[src/sv/dsc_pkg.sv]
// ----------------------------------------------------------------------------
// dsc_pkg
// Shared types, constants and helpers of the d-pad diagonal sweep cleaner.
// ----------------------------------------------------------------------------
package dsc_pkg;

    localparam int DSC_QUEUE_DEPTH = 16;
    localparam logic [15:0] DSC_DELAY_RESET = 16'd30;

    typedef logic [3:0] t_dir;

    localparam t_dir DIR_NONE  = 4'h0;
    localparam t_dir DIR_UP    = 4'h1;
    localparam t_dir DIR_DOWN  = 4'h2;
    localparam t_dir DIR_LEFT  = 4'h4;
    localparam t_dir DIR_RIGHT = 4'h8;

    typedef struct packed {
        t_dir        dpad_in;
        logic        toggle_level;
        logic [31:0] now_ms;
    } t_in_item;

    typedef struct packed {
        t_dir dpad_out;
        logic led_on;
        logic active;
        logic overflow;
    } t_res;

    // one queue row: a single direction, or a cardinal plus the new sample
    typedef struct packed {
        logic pair;
        t_dir first;
        t_dir second;
    } t_row;

    typedef struct packed {
        logic clear;
        logic pop;
        logic push;
        t_row row;
    } t_q_cmd;

    typedef struct packed {
        logic nonempty;  // before clear and pop
        logic empty_a;   // after clear and pop
        logic free1;
        logic free2;
        t_dir front;
    } t_q_stat;

    function automatic logic f_is_diag(input t_dir d);
        return (d == (DIR_UP | DIR_LEFT)) || (d == (DIR_UP | DIR_RIGHT)) ||
               (d == (DIR_DOWN | DIR_LEFT)) || (d == (DIR_DOWN | DIR_RIGHT));
    endfunction

    function automatic t_dir f_shared(input t_dir a, input t_dir b);
        t_dir common;
        common = a & b;
        if (!f_is_diag(a) || !f_is_diag(b) || (a == b)) begin
            return DIR_NONE;
        end
        if ((common == DIR_UP) || (common == DIR_DOWN) ||
            (common == DIR_LEFT) || (common == DIR_RIGHT)) begin
            return common;
        end
        return DIR_NONE;
    endfunction

endpackage

[src/sv/dsc_ifs.sv]
// ----------------------------------------------------------------------------
// dsc channel interfaces
// Sample input, result output and delay register write channels.
// ----------------------------------------------------------------------------
interface dsc_in_if;
    import dsc_pkg::*;
    logic        valid;
    logic        ready;
    t_dir        dpad_in;
    logic        toggle_level;
    logic [31:0] now_ms;
    modport source (output valid, output dpad_in, output toggle_level, output now_ms,
                    input ready);
    modport sink (input valid, input dpad_in, input toggle_level, input now_ms,
                  output ready);
endinterface

interface dsc_out_if;
    import dsc_pkg::*;
    logic valid;
    logic ready;
    t_dir dpad_out;
    logic led_on;
    logic active;
    logic overflow;
    modport source (output valid, output dpad_out, output led_on, output active,
                    output overflow, input ready);
    modport sink (input valid, input dpad_out, input led_on, input active,
                  input overflow, output ready);
endinterface

interface dsc_cfg_if;
    logic        valid;
    logic        ready;
    logic [15:0] delay_ms;
    modport source (output valid, output delay_ms, input ready);
    modport sink (input valid, input delay_ms, output ready);
endinterface

[src/sv/dpad_diagonal_sweep_cleaner.sv]
// ----------------------------------------------------------------------------
// dpad_diagonal_sweep_cleaner
// Inserts the shared cardinal between adjacent diagonal jumps and paces
// queued directions by a programmable hold time.
// ----------------------------------------------------------------------------
//  channel  | dir | carries
//  i_in     | in  | dpad_in, toggle_level, now_ms
//  o_out    | out | dpad_out, led_on, active, overflow
//  i_cfg    | in  | delay_ms (always ready)
//
//  A request passes the input register, then the result register; one request per cycle unless stalled.
//  Throughput is set by the step between input and result register.
//  Synchronous active-low reset: mode off, queue empty, delay 30 ms.
//  A stalled result holds the input stage; a new request is taken as it drains.
// ----------------------------------------------------------------------------
module dpad_diagonal_sweep_cleaner #(
    parameter int QUEUE_DEPTH = dsc_pkg::DSC_QUEUE_DEPTH
) (
    input  logic          i_clk,
    input  logic          i_rst_n,
    dsc_in_if.sink        i_in,
    dsc_out_if.source     o_out,
    dsc_cfg_if.sink       i_cfg
);
    import dsc_pkg::*;

    logic        r_in_valid;
    t_in_item    r_in;
    logic        r_out_valid;
    t_res        r_out;
    logic [15:0] r_delay;

    logic        advance;
    t_q_cmd      qcmd;
    t_q_stat     qstat;
    t_res        res;

    assign advance     = r_in_valid && (!r_out_valid || o_out.ready);
    assign i_in.ready  = !r_in_valid || advance;
    assign i_cfg.ready = 1'b1;

    always_ff @(posedge i_clk) begin
        if (!i_rst_n) begin
            r_in_valid <= 1'b0;
        end else if (i_in.valid && i_in.ready) begin
            r_in_valid <= 1'b1;
        end else if (advance) begin
            r_in_valid <= 1'b0;
        end
    end

    always_ff @(posedge i_clk) begin
        if (i_in.valid && i_in.ready) begin
            r_in <= '{dpad_in: i_in.dpad_in, toggle_level: i_in.toggle_level,
                      now_ms: i_in.now_ms};
        end
    end

    always_ff @(posedge i_clk) begin
        if (!i_rst_n) begin
            r_delay <= DSC_DELAY_RESET;
        end else if (i_cfg.valid) begin
            r_delay <= i_cfg.delay_ms;
        end
    end

    dsc_step u_step (
        .i_clk   (i_clk),
        .i_rst_n (i_rst_n),
        .i_step  (advance),
        .i_item  (r_in),
        .i_delay (r_delay),
        .i_qstat (qstat),
        .o_qcmd  (qcmd),
        .o_res   (res)
    );

    dsc_queue #(
        .QueueDepth (QUEUE_DEPTH)
    ) u_queue (
        .i_clk   (i_clk),
        .i_rst_n (i_rst_n),
        .i_step  (advance),
        .i_cmd   (qcmd),
        .o_stat  (qstat)
    );

    always_ff @(posedge i_clk) begin
        if (!i_rst_n) begin
            r_out_valid <= 1'b0;
        end else if (advance) begin
            r_out_valid <= 1'b1;
        end else if (o_out.ready) begin
            r_out_valid <= 1'b0;
        end
    end

    always_ff @(posedge i_clk) begin
        if (advance) begin
            r_out <= res;
        end
    end

    assign o_out.valid    = r_out_valid;
    assign o_out.dpad_out = r_out.dpad_out;
    assign o_out.led_on   = r_out.led_on;
    assign o_out.active   = r_out.active;
    assign o_out.overflow = r_out.overflow;

endmodule

[src/sv/dsc_queue.sv]
// ----------------------------------------------------------------------------
// dsc_queue
// Direction queue: row memory, cached head row and prefetched next row.
// ----------------------------------------------------------------------------
module dsc_queue #(
    parameter int QueueDepth = dsc_pkg::DSC_QUEUE_DEPTH
) (
    input  logic             i_clk,
    input  logic             i_rst_n,
    input  logic             i_step,
    input  dsc_pkg::t_q_cmd  i_cmd,
    output dsc_pkg::t_q_stat o_stat
);
    import dsc_pkg::*;

    localparam int AW = $clog2(QueueDepth);
    localparam int CW = $clog2(QueueDepth + 1);
    localparam logic [AW-1:0] LAST = AW'(QueueDepth - 1);

    t_row mem [QueueDepth];

    logic [CW-1:0] r_count, n_count;
    logic [CW-1:0] r_rows, n_rows;
    logic [AW-1:0] r_hrow, n_hrow;
    logic          r_hsub, n_hsub;
    t_row          r_hdata, n_hdata;
    t_row          r_pf;

    logic [CW-1:0] c_count, c_rows, a_count, a_rows;
    logic [AW-1:0] c_hrow, a_hrow, wa, rd_addr;
    logic          c_hsub, a_hsub, we;
    t_row          a_hdata;
    logic [CW:0]   tail_sum;

    function automatic logic [AW-1:0] f_inc(input logic [AW-1:0] p);
        return (p == LAST) ? '0 : p + AW'(1);
    endfunction

    always_comb begin
        c_count = i_cmd.clear ? '0 : r_count;
        c_rows  = i_cmd.clear ? '0 : r_rows;
        c_hrow  = i_cmd.clear ? '0 : r_hrow;
        c_hsub  = i_cmd.clear ? 1'b0 : r_hsub;

        a_count = c_count;
        a_rows  = c_rows;
        a_hrow  = c_hrow;
        a_hsub  = c_hsub;
        a_hdata = r_hdata;
        if (i_cmd.pop) begin
            a_count = c_count - CW'(1);
            if (r_hdata.pair && !c_hsub) begin
                a_hsub = 1'b1;
            end else begin
                a_hsub  = 1'b0;
                a_hrow  = f_inc(c_hrow);
                a_rows  = c_rows - CW'(1);
                a_hdata = r_pf;
            end
        end

        tail_sum = (CW+1)'(a_hrow) + (CW+1)'(a_rows);
        if (tail_sum >= (CW+1)'(QueueDepth)) begin
            tail_sum = tail_sum - (CW+1)'(QueueDepth);
        end
        wa = AW'(tail_sum);
        we = i_step && i_cmd.push;

        n_count = a_count;
        n_rows  = a_rows;
        n_hrow  = a_hrow;
        n_hsub  = a_hsub;
        n_hdata = a_hdata;
        if (i_cmd.push) begin
            n_count = a_count + (i_cmd.row.pair ? CW'(2) : CW'(1));
            n_rows  = a_rows + CW'(1);
            if (a_count == '0) begin
                n_hdata = i_cmd.row;
                n_hsub  = 1'b0;
            end
        end
        if (!i_step) begin
            n_count = r_count;
            n_rows  = r_rows;
            n_hrow  = r_hrow;
            n_hsub  = r_hsub;
            n_hdata = r_hdata;
        end
        rd_addr = f_inc(n_hrow);

        o_stat.nonempty = (r_count != '0);
        o_stat.empty_a  = (a_count == '0);
        o_stat.free1    = (a_count < CW'(QueueDepth));
        o_stat.free2    = (a_count < CW'(QueueDepth - 1));
        o_stat.front    = a_hsub ? a_hdata.second : a_hdata.first;
    end

    always_ff @(posedge i_clk) begin
        if (!i_rst_n) begin
            r_count <= '0;
            r_rows  <= '0;
            r_hrow  <= '0;
            r_hsub  <= 1'b0;
        end else begin
            r_count <= n_count;
            r_rows  <= n_rows;
            r_hrow  <= n_hrow;
            r_hsub  <= n_hsub;
        end
    end

    always_ff @(posedge i_clk) begin
        r_hdata <= n_hdata;
    end

    always_ff @(posedge i_clk) begin
        if (we) begin
            mem[wa] <= i_cmd.row;
        end
    end

    // next row after head, bypassing a same-cycle write
    always_ff @(posedge i_clk) begin
        if (we && (wa == rd_addr)) begin
            r_pf <= i_cmd.row;
        end else begin
            r_pf <= mem[rd_addr];
        end
    end

`ifndef SYNTHESIS
    a_count_max: assert property (@(posedge i_clk) disable iff (!i_rst_n)
        r_count <= CW'(QueueDepth))
        else $error("queue count above depth");
    a_rows_le_count: assert property (@(posedge i_clk) disable iff (!i_rst_n)
        r_rows <= r_count)
        else $error("more rows than directions");
    a_empty_rows: assert property (@(posedge i_clk) disable iff (!i_rst_n)
        (r_count == '0) |-> ((r_rows == '0) && !r_hsub))
        else $error("empty queue with rows left");
    a_pop_nonempty: assert property (@(posedge i_clk) disable iff (!i_rst_n)
        (i_step && i_cmd.pop) |-> (r_count != '0) && !i_cmd.clear)
        else $error("pop of empty queue");
`endif
endmodule

[src/sv/dsc_step.sv]
// ----------------------------------------------------------------------------
// dsc_step
// Mode toggle, diagonal jump detection, deadline and queue control.
// ----------------------------------------------------------------------------
module dsc_step (
    input  logic             i_clk,
    input  logic             i_rst_n,
    input  logic             i_step,
    input  dsc_pkg::t_in_item i_item,
    input  logic [15:0]      i_delay,
    input  dsc_pkg::t_q_stat i_qstat,
    output dsc_pkg::t_q_cmd  o_qcmd,
    output dsc_pkg::t_res    o_res
);
    import dsc_pkg::*;

    logic        r_mode, n_mode;
    logic        r_released, n_released;
    t_dir        r_prev, n_prev;
    logic [31:0] r_deadline, n_deadline;
    logic        r_led, n_led;

    logic        flip;
    logic        changed;
    logic        dropped;
    t_dir        inj;
    t_dir        clean;
    logic [31:0] next_deadline;

    always_comb begin
        flip          = i_item.toggle_level && r_released;
        n_mode        = r_mode ^ flip;
        n_released    = !i_item.toggle_level;
        n_led         = flip ? n_mode : r_led;
        n_prev        = r_prev;
        n_deadline    = r_deadline;
        inj           = f_shared(r_prev, i_item.dpad_in);
        changed       = (r_prev != i_item.dpad_in);
        next_deadline = i_item.now_ms + 32'(i_delay);
        clean         = i_item.dpad_in;
        dropped       = 1'b0;

        o_qcmd.clear = flip;
        o_qcmd.pop   = n_mode && i_qstat.nonempty && !flip &&
                       (i_item.now_ms > r_deadline);
        o_qcmd.push  = 1'b0;
        o_qcmd.row   = '{pair: 1'b0, first: i_item.dpad_in, second: DIR_NONE};

        if (n_mode) begin
            if (o_qcmd.pop) begin
                if (!i_qstat.empty_a) begin
                    n_deadline = next_deadline;
                    n_led      = 1'b0;
                end else begin
                    n_led = 1'b1;
                end
            end
            if (!i_qstat.empty_a) begin
                clean = i_qstat.front;
                if (changed) begin
                    if (inj != DIR_NONE) begin
                        if (i_qstat.free2) begin
                            o_qcmd.push = 1'b1;
                            o_qcmd.row  = '{pair: 1'b1, first: inj,
                                            second: i_item.dpad_in};
                        end else if (i_qstat.free1) begin
                            o_qcmd.push = 1'b1;
                            o_qcmd.row  = '{pair: 1'b0, first: inj, second: DIR_NONE};
                            dropped     = 1'b1;
                        end else begin
                            dropped = 1'b1;
                        end
                    end else if (i_qstat.free1) begin
                        o_qcmd.push = 1'b1;
                    end else begin
                        dropped = 1'b1;
                    end
                end
            end else if (changed && (inj != DIR_NONE)) begin
                o_qcmd.push = 1'b1;
                o_qcmd.row  = '{pair: 1'b1, first: inj, second: i_item.dpad_in};
                n_deadline  = next_deadline;
                clean       = inj;
            end
            n_prev = i_item.dpad_in;
        end

        o_res.dpad_out = clean;
        o_res.led_on   = n_led;
        o_res.active   = n_mode;
        o_res.overflow = dropped;
    end

    always_ff @(posedge i_clk) begin
        if (!i_rst_n) begin
            r_mode     <= 1'b0;
            r_released <= 1'b0;
            r_prev     <= DIR_NONE;
            r_deadline <= '0;
            r_led      <= 1'b0;
        end else if (i_step) begin
            r_mode     <= n_mode;
            r_released <= n_released;
            r_prev     <= n_prev;
            r_deadline <= n_deadline;
            r_led      <= n_led;
        end
    end

`ifndef SYNTHESIS
    a_flip_locks: assert property (@(posedge i_clk) disable iff (!i_rst_n)
        (i_step && flip) |=> !r_released)
        else $error("toggle not locked after flip");
    a_idle_no_push: assert property (@(posedge i_clk) disable iff (!i_rst_n)
        !n_mode |-> (!o_qcmd.push && !o_qcmd.pop && !o_res.overflow))
        else $error("queue activity while mode off");
`endif
endmodule
[src/flat_wrapper.sv]
// flat-port wrapper written by rule: the top's interface ports become plain ports
module dpad_diagonal_sweep_cleaner_flat import dsc_pkg::*;
#(
    parameter int QUEUE_DEPTH = dsc_pkg::DSC_QUEUE_DEPTH
)
  (i_clk, i_rst_n, i_in_valid, i_in_dpad_in, i_in_toggle_level, i_in_now_ms, i_in_ready, o_out_valid, o_out_dpad_out, o_out_led_on, o_out_active, o_out_overflow, o_out_ready, i_cfg_valid, i_cfg_delay_ms, i_cfg_ready);
  dsc_in_if i_in_i ();
  dsc_out_if o_out_i ();
  dsc_cfg_if i_cfg_i ();
  input  logic i_clk;
  input  logic i_rst_n;
  input wire logic [$bits(i_in_i.valid)-1:0] i_in_valid;
  input wire logic [$bits(i_in_i.dpad_in)-1:0] i_in_dpad_in;
  input wire logic [$bits(i_in_i.toggle_level)-1:0] i_in_toggle_level;
  input wire logic [$bits(i_in_i.now_ms)-1:0] i_in_now_ms;
  output wire logic [$bits(i_in_i.ready)-1:0] i_in_ready;
  output wire logic [$bits(o_out_i.valid)-1:0] o_out_valid;
  output wire logic [$bits(o_out_i.dpad_out)-1:0] o_out_dpad_out;
  output wire logic [$bits(o_out_i.led_on)-1:0] o_out_led_on;
  output wire logic [$bits(o_out_i.active)-1:0] o_out_active;
  output wire logic [$bits(o_out_i.overflow)-1:0] o_out_overflow;
  input wire logic [$bits(o_out_i.ready)-1:0] o_out_ready;
  input wire logic [$bits(i_cfg_i.valid)-1:0] i_cfg_valid;
  input wire logic [$bits(i_cfg_i.delay_ms)-1:0] i_cfg_delay_ms;
  output wire logic [$bits(i_cfg_i.ready)-1:0] i_cfg_ready;
  assign i_in_i.valid = i_in_valid;
  assign i_in_i.dpad_in = i_in_dpad_in;
  assign i_in_i.toggle_level = i_in_toggle_level;
  assign i_in_i.now_ms = i_in_now_ms;
  assign i_in_ready = i_in_i.ready;
  assign o_out_valid = o_out_i.valid;
  assign o_out_dpad_out = o_out_i.dpad_out;
  assign o_out_led_on = o_out_i.led_on;
  assign o_out_active = o_out_i.active;
  assign o_out_overflow = o_out_i.overflow;
  assign o_out_i.ready = o_out_ready;
  assign i_cfg_i.valid = i_cfg_valid;
  assign i_cfg_i.delay_ms = i_cfg_delay_ms;
  assign i_cfg_ready = i_cfg_i.ready;
  dpad_diagonal_sweep_cleaner #(.QUEUE_DEPTH(QUEUE_DEPTH)) u_core (.i_clk(i_clk), .i_rst_n(i_rst_n), .i_in(i_in_i), .o_out(o_out_i), .i_cfg(i_cfg_i));
endmodule
[config.mk]
export PLATFORM = sky130hd
export DESIGN_NAME = dpad_diagonal_sweep_cleaner_flat
export DESIGN_NICKNAME = d
export VERILOG_FILES = /design/src/sv/dsc_pkg.sv /design/src/sv/dsc_ifs.sv /design/src/sv/dpad_diagonal_sweep_cleaner.sv /design/src/sv/dsc_queue.sv /design/src/sv/dsc_step.sv /design/src/flat_wrapper.sv
export SDC_FILE = /design/constraint.sdc
export NUM_CORES = 1
export LEC_CHECK = 0
export ABC_AREA = 1
export BUFFER_PORTS_ARGS = -buffer_cell sky130_fd_sc_hd__buf_4
export CAP_MARGIN = 20
export CORE_UTILIZATION = 67
export CTS_CLUSTER_DIAMETER = 60
export DETAILED_ROUTE_END_ITERATION = 7
export PLACE_DENSITY = 0.86
export REMOVE_ABC_BUFFERS = 1
export SKIP_LAST_GASP = 1
export SLEW_MARGIN = 20
export SYNTH_ARGS = -nofsm -noshare
export SYNTH_HDL_FRONTEND = slang
export SYNTH_SLANG_ARGS = --single-unit
export TNS_END_PERCENT = 50
[constraint.sdc]
create_clock -name i_clk -period 9.3 [get_ports i_clk]
set_input_delay 1.395 -clock i_clk [delete_from_list [all_inputs] [get_ports i_clk]]
set_output_delay 1.395 -clock i_clk [all_outputs]
set_load 0.01 [all_outputs]
# After elaboration in Yosys (flattened, before gate mapping)
# Memory sizes are Yosys's and may differ from the RTL's. A register that Yosys moved wholly into a read port is not among the register bits.
# Index checks and enable logic that the tools add are counted.
[classes]
n_reduce_logical = 36
add_sub_neg = 9
eq_ne = 16
order_cmp = 4
mux = 61
n_bitwise = 4
[op_table]
columns = ["operator", "n"]
rows = [
  ["$mux 32", 4],
  ["$mux 10", 6],
  ["$mux 4", 15],
  ["$mux 9", 5],
  ["$mux 5", 7],
  ["$add 32x16->32", 1],
  ["$gt 32x32->1", 1],
  ["$eq 4x4->1 const B", 7],
  ["$mux 1", 23],
  ["$eq 4x3->1 const B", 5],
  ["$logic_or 1x1->1", 13],
  ["$sub 5x1->5 const B", 2],
  ["$logic_and 1x1->1", 9],
  ["$add 4x1->4 const B", 2],
  ["$logic_not 1->1", 7],
  ["$add 4x5->6", 1],
  ["$ge 6x5->1 const B", 1],
  ["$add 5x1->5 const B", 1],
  ["$add 5x2->5", 1],
  ["$logic_not 5->1", 1],
  ["$lt 5x4->1 const B", 1],
  ["$lt 5x5->1 const B", 1],
  ["$reduce_bool 5->1", 1],
  ["$and 4x4->4", 1],
  ["other kinds (12)", 14],
]
[word_totals]
memories = 1
in_bits = 58
ram_bits = 144
wordCells = 153
regBits = 125
[mem_list]
columns = ["name", "depth", "word_bits", "rd", "rd_clocked_by_memory_dff", "write_ports", "line_no", "text"]
rows = [
  ["u_core.u_queue.mem", 16, 9, 1, 1, 1, "dsc_queue.sv:20", "t_row mem [QueueDepth];"],
]

# Depth between registers and ports, before layout
[logic_depth]
depth_word = 20
mapped_depth = 30
ltp_nobuf = 28

# Modules after synthesis
# Synthesis repeated with hierarchy kept, for this count alone.
[hier_totals]
hier_cells = 1592
area_unflattened_um2 = 14003.4
[modules_own_cells]
columns = ["mod", "instances", "cells_each", "area_per_inst_um2", "seq_area_each_um2"]
rows = [
  ["dsc_queue", 1, 731, 7683.6, 4954.8],
  ["dsc_step", 1, 734, 4350.4, 780.7],
  ["dpad_diagonal_sweep_cleaner", 1, 127, 1969.4, 1681.6],
]

# Worst setup path before layout
# Ideal clock, no wire load.
[synth_timing]
path_kind = "register -> register"
startpoint = "register u_core.r_in[23] (netlist name)"
endpoint = "memory u_core.u_queue.mem[1][0] (netlist name) (enable)"
t_required_ns = 8.926
slack_ns = 5.557
setup_ns = 0.374
path_stages_with_launch = 22
arrival_ns = 3.369
period_less_slack_ns = 3.743
path_cell_list = "edfxtp_1 ha_1 nand2_1 nor2_2 nand4_1 nor2_2 nand2_2 a21oi_1 buf_2 nand2_1 nand2_1 inv_1 ha_1 nand2_1 nand2_1 a31oi_1 or2_2 nand2_1 nand2_1 nand2_1 nand2_1 nor2_1"
[synth_via]
elab_chain_len = 13
[synth_lines]
columns = ["element", "line_no", "text"]
rows = [
  ["start, declared", "dpad_diagonal_sweep_cleaner.sv:28", "t_in_item r_in;"],
  ["start signal, assigned", "dpad_diagonal_sweep_cleaner.sv:54", "r_in <= '{dpad_in: i_in.dpad_in, toggle_level: i_in.toggle_level,"],
  ["$gt 32x32->1 (*)", "dsc_step.sv:45", "(i_item.now_ms > r_deadline);"],
  ["$logic_and 1x1->1 (*)", "dsc_step.sv:44", "o_qcmd.pop = n_mode && i_qstat.nonempty && !flip &&"],
  ["$mux 5", "dsc_queue.sv:50", "if (i_cmd.pop) begin"],
  ["$lt 5x5->1", "dsc_queue.sv:93", "o_stat.free1 = (a_count < CW'(QueueDepth));"],
  ["$mux 10", "dsc_step.sv:66", "end else if (i_qstat.free1) begin"],
  ["$mux 10", "dsc_step.sv:62", "if (i_qstat.free2) begin"],
  ["$mux 1", "dsc_step.sv:61", "if (inj != DIR_NONE) begin"],
  ["$mux 10", "dsc_step.sv:60", "if (changed) begin"],
  ["$mux 10", "dsc_step.sv:58", "if (!i_qstat.empty_a) begin"],
  ["$mux 10", "dsc_step.sv:49", "if (n_mode) begin"],
  ["$logic_and 1x1->1", "dsc_queue.sv:67", "we = i_step && i_cmd.push;"],
  ["$mux 1", "dsc_queue.sv:117", "if (we) begin"],
  ["$mux 1 (implied by the code)", "dsc_queue.sv:118", "mem[wa] <= i_cmd.row;"],
  ["end, declared", "dsc_queue.sv:20", ""],
]
# Every way passes the cells marked *; elsewhere a longest branch is shown, timed or not.

# Worst setup path in the final report
[layout_timing]
startpoint = "register u_core.r_in[23] (netlist name)"
endpoint = "memory u_core.u_queue.mem[3][2] (netlist name) (enable)"
# Same word-level chain as after synthesis.

==> metrics.yaml <==
clock_skew_ps: 19.3
first_pass_iters: 5
status: "finished clean"
ant_nets: 0
wl_per_cell_um: 17.2
cp-start-kind: "flip-flop"
grt_overflow: 0
clock_path_buffers: 3
synth_ff_type: "edfxtp_1"
yosysTopAreaCellShare_pct: 42.9
timing.fmax_mhz: 204
rsz0062_at_grt: "false"
critPathArrivalTime_ps: 5090
syn_area_sq_mm: 0.0138
critPathKind: "reg2reg"
cts_tree: "built"
critical-path-slowest-cell: "a21oi_1"
coreArea_sq_mm: 0.0202
num_rows: 52
yosys_warnings: 0
fin_tns_setup_ps: 0
hold_path_class: "reg2reg"
worstSkewPairLatency_ps: 560
crit_family: "simple AND/OR/NAND/NOR gates"
die_w_um: 145
antenna_found_initial: 0
dieArea_sq_mm: 0.0212
place.gp.congestion: 0.884
cts.clk_slew.worst_paths_ps: 60
tightest_slew_ps: 1050
grt_pass1_vias: 10471
syn_avg_cell_area_sq_um: 9.20
whs_ps: 468
timing.critical_path.buf_inv: 0
port_buffers: 66
root_buffer: "clkbuf_16"
dp_hpwl_um: 21000
synthArstFlopShare_pct: 0
slew_viol_final: 0
ctsResizeCount: 0
p_leak_nw: 6.06
via_count: 10707
post-route-min-period_ps: 4900
yosysSeqAreaShare_pct: 53.8
power_density_mw_per_mm2: 176
ys_ff_latch: 272
route.detailed.drc: 0
grt_first_pass_wirelength_um: 51100
drive_gt1_share_pct: 11.3
area_delta_synth_final_pct: 11.4
grt_max_degree: 74
ctsHoldBuffers: 0
peakVddDrop_mv: 0.157
ioPinCount: 68
crit_top_cell: "nand2_1"
path_max_fanout: 13
synth_most_common_cell: "nand2_1"
maxCapViolCount: 0
finalSetupViolCount: 0
path_cells: "ha_1 > nand2_1 > nor2_2 > nand4_1 > nor2_2 > nand2_2 > a21oi_1 > o21ai_0 > ha_1 > nand2_1 > nand2_1 > a31oi_1 > or2_2 > nand2_1 > nand2_1 > nand2_1 > nand2_1 > nor2_1"
diodes: 0
fillCellCount: 1372
drtIter0Drc: 757
grt_use_total_pct: 30.3
synthCells: 1499
fin_nets: 1670
drt-total-wl_um: 31700
clock-sinks: 272
synth_common_cells: "nand2_1 (301), nor2_1 (225), edfxtp_1 (197), o21ai_0 (133), inv_1 (132)"
via_per_inst: 5.82
start_util_pct: 68.1
cp_slowest_stage_delay_ps: 810
required_ps: 9490
synth_top_cell_by_area: "edfxtp_1"
numCtsBuffers: 29
end_kind: "flip-flop"
h-tree-depth: 1
die_y_um: 145
post_cts_buffers: 0
min_period_over_period_pct: 52.7
ys_top_cells_by_area: "edfxtp_1 (43%), dfxtp_1 (11%), nand2_1 (8.2%)"
ys_types: 47
finalHoldViolations: 0
slew_headroom_pct: 30.3
synth_edf_count: 197
state kept, by name (all words and copies together), names as in the netlist, 5 cells and up, named ones only:
signal                    cells
u_core.u_queue.r_hdata        9
u_core.u_queue.r_count        5
u_core.u_step.r_deadline     32
u_core.u_queue.mem          144
u_core.r_in                  37
u_core.r_delay               16
cells in the final DEF (no fill, tap or decap), types with 19 or more instances in the layout:
cell type,count
a21oi_1,69
buf_4,73
clkbuf_16,30
dfxtp_1,74
edfxtp_1,197
ha_1,62
inv_1,131
nand2_1,301
nand3_1,57
nor2_1,221
o21ai_0,133
o221ai_1,19
xnor2_1,23
xor2_1,19
where the power goes:
| part | internal [mW] | total, mW | switching, mW | leakage [nW] |
|---|---|---|---|---|
| sequential | 1.32 | 1.34 | 0.0186 | 2.25 |
| combinational | 0.0849 | 0.233 | 0.148 | 3.33 |
| clock | 0.663 | 1.13 | 0.469 | 0.477 |
final cells by class:
class / count / area (sq um) / share of cell area [%]
Sequential cell: 272 / 7420 / 48.3
Clock inverter: 13 / 116 / 0.758
Inverter: 139 / 522 / 3.40
Multi-Input combinational cell: 1032 / 5570 / 36.3
Tap cell: 270 / 338 / 2.20
Timing Repair Buffer: 73 / 548 / 3.57
Clock buffer: 41 / 842 / 5.48
final timing paths:
check                                            endpoint  cells after the start  slack, ps                 startpoint
worst min-delay path            u_core.u_queue.r_count[0]                      2        470  u_core.u_queue.r_count[0]
worst max-delay path             u_core.u_queue.mem[3][2]                     18       4400            u_core.r_in[23]
worst min register to register  u_core.u_queue.r_count[0]                      2        470  u_core.u_queue.r_count[0]
worst max register to register   u_core.u_queue.mem[3][2]                     18       4400            u_core.r_in[23]
worst min-delay path, stage by stage, from the launching register on:
cell and delay [ps]:
dfxtp_1 310, nand2_1 60, a21oi_1 60
logic make-up (layout without fill, tap and decap cells):
family                     count (synthesis)  count (layout)  share of synthesized area, %
other                                      1               1                        0.0272
xor gates and xnor gates                  42              42                          2.67
adders and majority gates                 65              65                          6.06
DFF                                      272             272                          53.8
and+or+nand+nor                          653             653                          20.5
buffers and inverters                    195             266                          5.89
AOI/OAI and AO/OA                        271             271                          11.1
per-layer routing:
metal  wire (um)  GRT usage, %
met1       12600          37.4
met2       15900          53.9
met3        1950          4.20
met4        1290          12.1
met5           0             0
stage by stage:
step | setup WS (ps) | util, % | cells | instance area (sq um) | power [mW]
4_1_cts | 4450 | 75.9 | 1840 | 15400 | 2.71
2_1_floorplan | 4960 | - | 1443 | 13500 | 1.51
6_report | 4400 | 75.9 | 1840 | 15400 | 2.71
5_1_grt | 4050 | 75.9 | 1840 | 15400 | 2.79
3_5_place_dp | 4530 | 71.2 | 1786 | 14400 | 1.59
3_3_place_gp | 4720 | 71.2 | 1786 | 14400 | 1.58
Note: power is estimated with default switching activity, not from simulation.
